[src/rtl/alpe_pkg.sv]
package alpe_pkg;

  // Register indexes on the configuration port
  localparam int unsigned CFG_IDX_BITS = 3;
  localparam logic [CFG_IDX_BITS-1:0] REG_ONE_HIGH  = 3'd0;
  localparam logic [CFG_IDX_BITS-1:0] REG_ONE_LOW   = 3'd1;
  localparam logic [CFG_IDX_BITS-1:0] REG_ZERO_HIGH = 3'd2;
  localparam logic [CFG_IDX_BITS-1:0] REG_ZERO_LOW  = 3'd3;
  localparam logic [CFG_IDX_BITS-1:0] REG_LATCH_GAP = 3'd4;
  localparam logic [CFG_IDX_BITS-1:0] REG_PAD_EN    = 3'd5;

  // Reset values, truncated to the duration width where used
  localparam int unsigned RST_ONE_HIGH  = 65;
  localparam int unsigned RST_ONE_LOW   = 15;
  localparam int unsigned RST_ZERO_HIGH = 15;
  localparam int unsigned RST_ZERO_LOW  = 65;
  localparam int unsigned RST_LATCH_GAP = 2353;

  localparam int unsigned COLOR_BITS = 8;
  localparam int unsigned WORD_BITS  = 32;
  localparam int unsigned PIX_BITS   = 24;
  localparam int unsigned POS_BITS   = 6;

  // One classified pixel waiting for the back end
  typedef struct packed {
    logic [WORD_BITS-1:0] word;  // green, red, blue, pad byte; MSB goes first
    logic                 pad;   // send all 32 bits
    logic                 latch; // append the frame reset gap
  } entry_t;

endpackage

[src/rtl/alpe_front.sv]
module alpe_front #(
  parameter int unsigned DW = 16
) (
  input  logic                                clk,
  input  logic                                rst_n,
  input  logic                                cfg_valid,
  output logic                                cfg_ready,
  input  logic [alpe_pkg::CFG_IDX_BITS-1:0]   cfg_index,
  input  logic [DW-1:0]                       cfg_wdata,
  input  logic [alpe_pkg::COLOR_BITS-1:0]     green,
  input  logic [alpe_pkg::COLOR_BITS-1:0]     red,
  input  logic [alpe_pkg::COLOR_BITS-1:0]     blue,
  input  logic                                frame_end,
  output alpe_pkg::entry_t                    entry,
  output logic [DW-1:0]                       one_high,
  output logic [DW-1:0]                       one_low,
  output logic [DW-1:0]                       zero_high,
  output logic [DW-1:0]                       zero_low,
  output logic [DW-1:0]                       latch_gap
);

  logic [DW-1:0] one_high_r, one_low_r, zero_high_r, zero_low_r, latch_gap_r;
  logic          pad_en_r;

  assign cfg_ready = 1'b1;

  always_ff @(posedge clk) begin
    if (!rst_n) begin
      one_high_r  <= DW'(alpe_pkg::RST_ONE_HIGH);
      one_low_r   <= DW'(alpe_pkg::RST_ONE_LOW);
      zero_high_r <= DW'(alpe_pkg::RST_ZERO_HIGH);
      zero_low_r  <= DW'(alpe_pkg::RST_ZERO_LOW);
      latch_gap_r <= DW'(alpe_pkg::RST_LATCH_GAP);
      pad_en_r    <= 1'b1;
    end else if (cfg_valid) begin
      unique case (cfg_index)
        alpe_pkg::REG_ONE_HIGH:  one_high_r  <= cfg_wdata;
        alpe_pkg::REG_ONE_LOW:   one_low_r   <= cfg_wdata;
        alpe_pkg::REG_ZERO_HIGH: zero_high_r <= cfg_wdata;
        alpe_pkg::REG_ZERO_LOW:  zero_low_r  <= cfg_wdata;
        alpe_pkg::REG_LATCH_GAP: latch_gap_r <= cfg_wdata;
        alpe_pkg::REG_PAD_EN:    pad_en_r    <= cfg_wdata[0];
        default: ;
      endcase
    end
  end

  // Classify: pack the bit stream and note its length and the frame end
  always_comb begin
    entry.word  = {green, red, blue, {alpe_pkg::COLOR_BITS{1'b0}}};
    entry.pad   = pad_en_r;
    entry.latch = frame_end;
  end

  assign one_high  = one_high_r;
  assign one_low   = one_low_r;
  assign zero_high = zero_high_r;
  assign zero_low  = zero_low_r;
  assign latch_gap = latch_gap_r;

endmodule

[src/rtl/alpe_queue.sv]
module alpe_queue (
  input  logic             clk,
  input  logic             rst_n,
  input  logic             push,
  input  alpe_pkg::entry_t push_entry,
  output logic             full,
  input  logic             pop,
  output alpe_pkg::entry_t head,
  output logic             head_valid
);

  alpe_pkg::entry_t mem_r [2];
  logic             wr_ptr_r, rd_ptr_r;
  logic [1:0]       cnt_r;
  logic             do_push, do_pop;

  assign full       = (cnt_r == 2'd2);
  assign head_valid = (cnt_r != 2'd0);
  assign do_push    = push && !full;
  assign do_pop     = pop && head_valid;
  assign head       = mem_r[rd_ptr_r];

  always_ff @(posedge clk) begin
    if (do_push) begin
      mem_r[wr_ptr_r] <= push_entry;
    end
  end

  always_ff @(posedge clk) begin
    if (!rst_n) begin
      wr_ptr_r <= 1'b0;
      rd_ptr_r <= 1'b0;
      cnt_r    <= 2'd0;
    end else begin
      if (do_push) wr_ptr_r <= ~wr_ptr_r;
      if (do_pop)  rd_ptr_r <= ~rd_ptr_r;
      cnt_r <= cnt_r + {1'b0, do_push} - {1'b0, do_pop};
    end
  end

endmodule

[src/rtl/alpe_back.sv]
module alpe_back #(
  parameter int unsigned DW = 16
) (
  input  logic             clk,
  input  logic             rst_n,
  input  alpe_pkg::entry_t head,
  input  logic             head_valid,
  output logic             head_pop,
  input  logic [DW-1:0]    one_high,
  input  logic [DW-1:0]    one_low,
  input  logic [DW-1:0]    zero_high,
  input  logic [DW-1:0]    zero_low,
  input  logic [DW-1:0]    latch_gap,
  output logic             out_empty,
  input  logic             out_pop,
  output logic [DW-1:0]    out_high_cycles,
  output logic [DW-1:0]    out_low_cycles,
  output logic             out_is_latch,
  output logic             out_run_end
);

  localparam logic [alpe_pkg::POS_BITS-1:0] N_FULL =
    alpe_pkg::POS_BITS'(alpe_pkg::WORD_BITS);
  localparam logic [alpe_pkg::POS_BITS-1:0] N_PIX =
    alpe_pkg::POS_BITS'(alpe_pkg::PIX_BITS);

  logic [alpe_pkg::POS_BITS-1:0] pos_r, nbits;
  logic                          out_valid_r;
  logic [DW-1:0]                 high_r, low_r;
  logic                          latch_r, run_end_r;
  logic                          emit, latch_pos, last_bit, at_end, bit_val;

  assign nbits     = head.pad ? N_FULL : N_PIX;
  assign latch_pos = (pos_r == nbits);
  assign last_bit  = (pos_r == nbits - 1'b1);
  assign at_end    = latch_pos || (last_bit && !head.latch);
  // Bit 31-pos of the word; only read while pos is below 32
  assign bit_val   = head.word[~pos_r[4:0]];
  assign emit      = head_valid && (!out_valid_r || out_pop);
  assign head_pop  = emit && at_end;

  always_ff @(posedge clk) begin
    if (emit) begin
      if (latch_pos) begin
        high_r  <= '0;
        low_r   <= latch_gap;
        latch_r <= 1'b1;
      end else begin
        high_r  <= bit_val ? one_high : zero_high;
        low_r   <= bit_val ? one_low : zero_low;
        latch_r <= 1'b0;
      end
      run_end_r <= at_end;
    end
  end

  always_ff @(posedge clk) begin
    if (!rst_n) begin
      out_valid_r <= 1'b0;
      pos_r       <= '0;
    end else begin
      if (emit) begin
        out_valid_r <= 1'b1;
        pos_r       <= at_end ? '0 : pos_r + 1'b1;
      end else if (out_pop) begin
        out_valid_r <= 1'b0;
      end
    end
  end

  assign out_empty       = !out_valid_r;
  assign out_high_cycles = high_r;
  assign out_low_cycles  = low_r;
  assign out_is_latch    = latch_r;
  assign out_run_end     = run_end_r;

`ifndef SYNTHESIS
  a_pos_range: assert property (@(posedge clk) disable iff (!rst_n)
    pos_r <= N_FULL) else $error("bit position past end of word");

  a_latch_ends_run: assert property (@(posedge clk) disable iff (!rst_n)
    out_valid_r && latch_r |-> run_end_r && (high_r == '0))
    else $error("latch descriptor not marked as run end");

  a_pop_restarts: assert property (@(posedge clk) disable iff (!rst_n)
    head_pop |=> pos_r == '0) else $error("position not cleared after pixel");

  a_pop_only_on_emit: assert property (@(posedge clk) disable iff (!rst_n)
    head_pop |-> emit && head_valid) else $error("queue popped without emit");
`endif

endmodule

[src/rtl/addressable_led_pulse_encoder.sv]
// Pulse descriptor encoder for single-wire addressable LED strings. Push one
// pixel word (green, red, blue, frame_end); the block returns one descriptor
// word per color bit, green then red then blue, MSB first, each carrying the
// high and low durations for a one or a zero bit. With pad_byte_enable set,
// eight zero-bit descriptors follow blue. A pixel marked frame_end ends with
// a latch descriptor (high 0, low = latch gap, is_latch set). run_end marks
// the last descriptor of each pixel. A pixel has 24, 25, 32 or 33
// descriptors: the back-end sequencer emits one per cycle into the output
// register, so the descriptor count sets the rate. The front end takes a new
// pixel in any cycle that its 2-deep queue has room, and the output stage
// keeps loading as long as pop drains it. Write configuration only while the
// block is idle; indexes 6 and 7 are ignored. No clearing pass after reset.
module addressable_led_pulse_encoder #(
  parameter int unsigned DURATION_BITS = 16
) (
  input  logic                              clk,
  input  logic                              rst_n,
  // configuration write channel
  input  logic                              cfg_valid,
  output logic                              cfg_ready,
  input  logic [alpe_pkg::CFG_IDX_BITS-1:0] cfg_index,
  input  logic [DURATION_BITS-1:0]          cfg_wdata,
  // pixel input
  input  logic                              in_push,
  output logic                              in_full,
  input  logic [alpe_pkg::COLOR_BITS-1:0]   in_green,
  input  logic [alpe_pkg::COLOR_BITS-1:0]   in_red,
  input  logic [alpe_pkg::COLOR_BITS-1:0]   in_blue,
  input  logic                              in_frame_end,
  // descriptor output
  output logic                              out_empty,
  input  logic                              out_pop,
  output logic [DURATION_BITS-1:0]          out_high_cycles,
  output logic [DURATION_BITS-1:0]          out_low_cycles,
  output logic                              out_is_latch,
  output logic                              out_run_end
);

  alpe_pkg::entry_t           front_entry, head;
  logic                       head_valid, head_pop;
  logic [DURATION_BITS-1:0]   one_high, one_low, zero_high, zero_low, latch_gap;

  // Front: hold config, classify each pixel
  alpe_front #(.DW(DURATION_BITS)) u_front (
    .clk       (clk),
    .rst_n     (rst_n),
    .cfg_valid (cfg_valid),
    .cfg_ready (cfg_ready),
    .cfg_index (cfg_index),
    .cfg_wdata (cfg_wdata),
    .green     (in_green),
    .red       (in_red),
    .blue      (in_blue),
    .frame_end (in_frame_end),
    .entry     (front_entry),
    .one_high  (one_high),
    .one_low   (one_low),
    .zero_high (zero_high),
    .zero_low  (zero_low),
    .latch_gap (latch_gap)
  );

  // Decouple: two pixels may wait while the back end works
  alpe_queue u_queue (
    .clk        (clk),
    .rst_n      (rst_n),
    .push       (in_push),
    .push_entry (front_entry),
    .full       (in_full),
    .pop        (head_pop),
    .head       (head),
    .head_valid (head_valid)
  );

  // Back: step through the bits, one descriptor per cycle while pop drains the output
  alpe_back #(.DW(DURATION_BITS)) u_back (
    .clk             (clk),
    .rst_n           (rst_n),
    .head            (head),
    .head_valid      (head_valid),
    .head_pop        (head_pop),
    .one_high        (one_high),
    .one_low         (one_low),
    .zero_high       (zero_high),
    .zero_low        (zero_low),
    .latch_gap       (latch_gap),
    .out_empty       (out_empty),
    .out_pop         (out_pop),
    .out_high_cycles (out_high_cycles),
    .out_low_cycles  (out_low_cycles),
    .out_is_latch    (out_is_latch),
    .out_run_end     (out_run_end)
  );

endmodule

[config.mk]
export PLATFORM = sky130hd
export DESIGN_NAME = addressable_led_pulse_encoder
export DESIGN_NICKNAME = d
export VERILOG_FILES = /design/src/rtl/alpe_pkg.sv /design/src/rtl/alpe_front.sv /design/src/rtl/alpe_queue.sv /design/src/rtl/alpe_back.sv /design/src/rtl/addressable_led_pulse_encoder.sv
export SDC_FILE = /design/constraint.sdc
export NUM_CORES = 1
export LEC_CHECK = 0
export ABC_CLOCK_PERIOD_IN_PS = 10050
export BUFFER_PORTS_ARGS = -buffer_cell sky130_fd_sc_hd__buf_2
export CAP_MARGIN = 20
export CORE_MARGIN = 2
export CORE_UTILIZATION = 35
export CTS_CLUSTER_DIAMETER = 120
export DETAILED_ROUTE_END_ITERATION = 6
export PLACE_DENSITY = 0.61
export SYNTH_ARGS = -nofsm -noshare
export SYNTH_HDL_FRONTEND = slang
export SYNTH_SLANG_ARGS = --single-unit
[constraint.sdc]
create_clock -name clk -period 10.05 [get_ports clk]
set_clock_uncertainty 0.15 [all_clocks]
set_input_delay 2.01 -clock clk [delete_from_list [all_inputs] [get_ports clk]]
set_output_delay 2.01 -clock clk [all_outputs]
set_load 0.005 [all_outputs]
Yosys cells after proc, flatten, opt, wreduce, memory -nomap -nowiden
Memories as Yosys holds them, arrays and structs flattened. A register that Yosys moved wholly into a read port is not among the register bits.
Cells that the tools add are included.
Storage, ports and cells
  memories: 1
  memory bits (writable): 52
  register bits: 126
  output and inout bits: 37
  logic and storage cells: 65
Memory list
  u_queue.mem_r: words 2, width 26, rd ports 1, clocked after Yosys merged registers in 1, write ports 1, RTL line alpe_queue.sv:12  | alpe_pkg::entry_t mem_r [2];
Operators by class
  reduce and logical (&&, ||, !) cells: 19
  bitwise logic cells: 3
  eq/ne operators: 8
  muxes and demuxes: 14
  $add $sub $neg: 4
  magnitude comparators: 1
Operator list (count)
  $mux 16: 3
  $eq 6x6->1: 2
  $mux 6: 2
  $reduce_and 2->1: 6
  $mux 1: 8
  $add 6x1->6 const B: 1
  $eq 3x2->1 const B: 2
  $eq 3x3->1 const B: 2
  $lt 5x6->1 const B: 1
  $sub 6x1->6 const B: 1
  $bmux 1 s5: 1
  $logic_and 1x1->1: 5
  $not 5->5: 1
  $reduce_bool 2->1: 2
  $eq 3x1->1 const B: 1
  $logic_not 1->1: 3
  $logic_not 3->1: 1
  $add 2x1->2: 1
  $eq 2x2->1 const B: 1
  $logic_or 1x1->1: 2
  $not 1->1: 2
  $sub 2x1->2: 1

Longest topological paths before layout
  depth in word-level cells: 9
  mapped depth: 14
  gate-level depth less buffers: 12

By module
Synthesis repeated with hierarchy kept, for this count alone.
Second synthesis, totals
  cells, all modules: 681
  area total of the unflattened synthesis: 8554.5 µm²
Modules (own cells, without submodules)
  alpe_front: instances 1, area an instance 3380.7 µm², sequential area each 1621.6 µm², cells each 337
  alpe_queue: instances 1, area an instance 2842.7 µm², sequential area each 2142.1 µm², cells each 132
  alpe_back: instances 1, area an instance 2331.0 µm², sequential area each 1161.1 µm², cells each 212

Worst setup path after synthesis
OpenSTA, ideal clock, no wires.
  path type: input -> register
  from: input out_pop
  to: register u_queue.cnt_r[1]
  stages on the path: 10
  setup slack: 4.888 ns
  data required time: 9.785 ns
  arrival time: 4.897 ns
  library setup time: 0.115 ns
  cells stage by stage: nor2b_1 > nor2_1 > nand2_1 > inv_1 > ha_1 > inv_1 > ha_1 > xnor2_1 > xnor2_1 > and2_1
On the way
  longest elaborated chain between the ends: 5
RTL lines
  start, declared: RTL line addressable_led_pulse_encoder.sv:32  | input logic out_pop,
  $logic_or 1x1->1: RTL line alpe_back.sv:39  | assign emit = head_valid && (!out_valid_r || out_pop);
  $logic_and 1x1->1: RTL line alpe_back.sv:39
  named net u_back.emit: RTL line alpe_back.sv:31  | logic emit, latch_pos, last_bit, at_end, bit_val;
  $logic_and 1x1->1: RTL line alpe_back.sv:40  | assign head_pop = emit && at_end;
  $logic_and 1x1->1: RTL line alpe_queue.sv:20  | assign do_pop = pop && head_valid;
  named net u_queue.do_pop: RTL line alpe_queue.sv:15  | logic do_push, do_pop;
  $sub 2x1->2: RTL line alpe_queue.sv:37  | cnt_r <= cnt_r + {1'b0, do_push} - {1'b0, do_pop};
  end signal, assigned: RTL line alpe_queue.sv:37
  end, declared: RTL line alpe_queue.sv:14  | logic [1:0] cnt_r;
The timed path passes the listed nets, and every way through them passes these cells.
A chain may end at the register's enable or synchronous reset.

Final worst setup path
Ends and elaborated chain as after synthesis.

==> flow_summary_export.csv <==
group,metric,value,unit
synthesis,synth_cell_type_count,43,
global_routing,grt_pass1_wl,25200,um
floorplan,coreArea,0.0202,mm2
place,gp_congestion,0.758,
floorplan,initial_core_util,35.7,%
detailed_routing,vias,4894,
sta,worst_slew_pin_slew,0.801,ns
layout,drive_gt1_share,18.7,%
global_routing,track_usage,14.9,%
clock_tree,clock_sinks,179,
synthesis,synth_common_cells,"nand2_1 (193), dfxtp_1 (93), edfxtp_1 (86)",
layout,area_delta_synth_final,17.5,%
sta,maxSlewViolCount,0,
detailed_routing,drtAntennaViolNets,0,
synthesis,syn-cell-area,0.00722,mm2
synthesis,ys_ff_latch,179,
detailed_routing,dr.pass1.iters,5,
floorplan,die_y,148,um
floorplan,rows,52,
clock_tree,cts-root-buf,"clkbuf_16",
synthesis,synth_area_per_cell,10.7,um2
clock_tree,cts_tree,"done",
synthesis,synth_top_area_share,35.8,%
detailed_routing,drtIter0Drc,388,
synthesis,synth.most_common_cell,"nand2_1",
global_routing,grt_pass1_vias,4708,
clock_tree,post_cts_buffers,0,
critical_path,cp-start-kind,"input pin",
critical_path,max_stage_delay,0.31,ns
clock_tree,clkTransAtPathRegs,0.06,ns
clock_tree,cts-htree-levels,4,
sta,holdWs,0.313,ns
detailed_routing,wl_per_cell,15.1,um
critical_path,path_delay_family,"simple AND/OR/NAND/NOR gates",
clock_tree,cts_buffers,17,
min_path,hp-class,"flop to flop",
critical_path,critPathBufInv,4,
synthesis,ys_top_cells_by_area,"edfxtp_1 (36%), dfxtp_1 (26%), nand2_1 (10%)",
detailed_routing,vias_per_cell,4.74,
global_routing,grt_overflow,0,
critical_path,arrival,3.91,ns
min_path,min_from,"u_front.zero_low[9]$_SDFFE_PN0P_",
synthesis,syn_inst,674,
critical_path,required,10.21,ns
floorplan,io_pins,86,
outcome,status,"completed",
sta,rsz0062_at_grt,"no",
sta,finalHoldViolCount,0,
place,io_buffers,84,
synthesis,synth_flop_cell,"dfxtp_1",
sta,fin_setup_tns,0,ns
global_routing,grt_max_degree,89,
sta,min_period,3.75,ns
place,dp_hpwl,9570,um
synthesis,synthArstFlopShare,0,%
clock_tree,clockBufferDepth,2,
place,dp_slack,5.85,ns
power_and_ir_drop,p_per_area,197,mW/mm2
synthesis,synth_largest_area_cell,"edfxtp_1",
critical_path,startpoint,"out_pop",
run,drv_cap,0,
layout,nNetsFinal,800,
critical_path,slowest_stage,"buf_4",
global_routing,grt_antenna_before_repair,2,
detailed_routing,totalWireLength,15600,um
critical_path,critPathCaptureType,"flop",
detailed_routing,drc,0,
clock_tree,post_cts_resized,0,
power_and_ir_drop,p_leak,3.17,nW
synthesis,synth_fp_nets,727,
sta,timing.fmax,267,MHz
clock_tree,cts_hold_buffers,0,
floorplan,die_area,0.0218,mm2
clock_tree,worstSkewPairLatency,0.43,ns
synthesis,synth_edf_count,86,
floorplan,chipWidth,148,um
sta,max-slew-margin-rel,46.4,%
power_and_ir_drop,vdd_drop_max,133,uV
sta,worst_slack,6.30,ns
critical_path,path_class,"input pin to flop",
synthesis,yosys_warnings,0,
critical_path,path_max_fanout,40,
sta,setup_viol_count_final,0,
critical_path,worstPathCellList,"buf_2 -> nor2b_1 -> nor2_4 -> buf_4 -> nand2_1 -> inv_1 -> ha_1 -> inv_1 -> ha_1 -> xnor2_1 -> xnor2_1 -> and2_1",
sta,period_share,37.3,%
layout,fillers,1930,
synthesis,ys_seq_area_share,61.5,%
-- sequential cells by signal, summed over array words and instances (netlist names), named ones only --
register	cells
u_front.latch_gap	16
u_back.out_low_cycles	16
u_back.out_run_end	1
u_queue.cnt_r	2
u_back.out_high_cycles	16
u_queue.mem_r	52
u_back.out_valid_r	1
u_front.one_low	16
u_front.one_high	16
u_front.zero_low	16
u_front.pad_en_r	1
u_back.pos_r	6
u_back.out_is_latch	1
u_queue.rd_ptr_r	1
u_queue.wr_ptr_r	1
u_front.zero_high	16
-- layout make-up --
class	count	area, um2	share of cell area (%)
multi-input cells	443	2570	30.3
flip-flops and latches	179	4440	52.3
clock inverters	11	97.6	1.15
repair buffers	94	495	5.84
well taps	270	338	3.98
inverters	12	45.0	0.531
clock buffers	21	492	5.79
diodes	2	5.00	0.0589
-- metrics by stage --
stage          instance area, um2  cells  utilization (%)  power, mW
5_1_grt                      8490   1031             41.9       1.75
2_1_floorplan                7220    674                -      0.967
3_5_place_dp                 7900    998             39.0       1.04
6_report                     8490   1032             42.0       1.67
3_3_place_gp                 7900    998             39.0       1.04
4_1_cts                      8490   1030             41.9       1.69
-- worst paths after layout --
path                                             end  slack [ns]  cells after the start
setup / recovery         u_queue.cnt_r[1]$_SDFF_PN0_        6.30                     12
hold / removal      u_front.zero_low[9]$_SDFFE_PN0P_        0.31                      2
setup reg to reg  u_back.out_low_cycles[2]$_DFFE_PP_        6.65                      8
hold reg to reg     u_front.zero_low[9]$_SDFFE_PN0P_        0.31                      2
-- per-layer routing --
layer / part of all wire [%] / GRT usage (%)
met1: 48 / 20.7
met2: 46 / 22.9
met3: 5.0 / 3.83
met4: 1.6 / 5.05
met5: 0 / 0
-- power by group --
| part | switching [mW] | total, mW | internal [mW] | leakage (nW) |
|---|---|---|---|---|
| combinational | 0.106 | 0.177 | 0.0712 | 1.31 |
| sequential | 0.0223 | 0.844 | 0.822 | 1.56 |
| clock | 0.275 | 0.651 | 0.376 | 0.291 |
-- placed cells by master (no fill, tap or decap), types with 6 or more instances in the layout --
cell / instances
nand2_1: 193
dfxtp_1: 93
edfxtp_1: 86
buf_2: 84
a21boi_0: 63
nand3_1: 37
nor2_1: 28
mux2i_1: 27
clkbuf_16: 18
a21oi_1: 17
o21ai_1: 16
inv_1: 11
buf_4: 10
mux4_2: 9
xnor2_1: 8
nor2b_1: 6
and2_1: 6
-- worst min-delay path, cell delays in order (launching register included) --
cell and delay, ns:
dfxtp_1 0.31, nand2_1 0.04, a21boi_0 0.06
-- kinds of logic (layout without fill, tap and decap cells) --
logic type | after synthesis | in the layout | share of synthesized area [%]
AND/OR/NAND/NOR | 284 | 284 | 16.3
flip-flops | 179 | 179 | 61.5
AO/OA/AOI/OAI | 107 | 107 | 10.3
buffers and inverters | 52 | 138 | 3.22
multiplexers | 38 | 38 | 6.86
XOR/XNOR | 9 | 9 | 1.09
adder cells (fa/ha/maj) | 4 | 4 | 0.693
other | 1 | 3 | 0.0519
No activity file was read; power rests on OpenSTA's default activity.
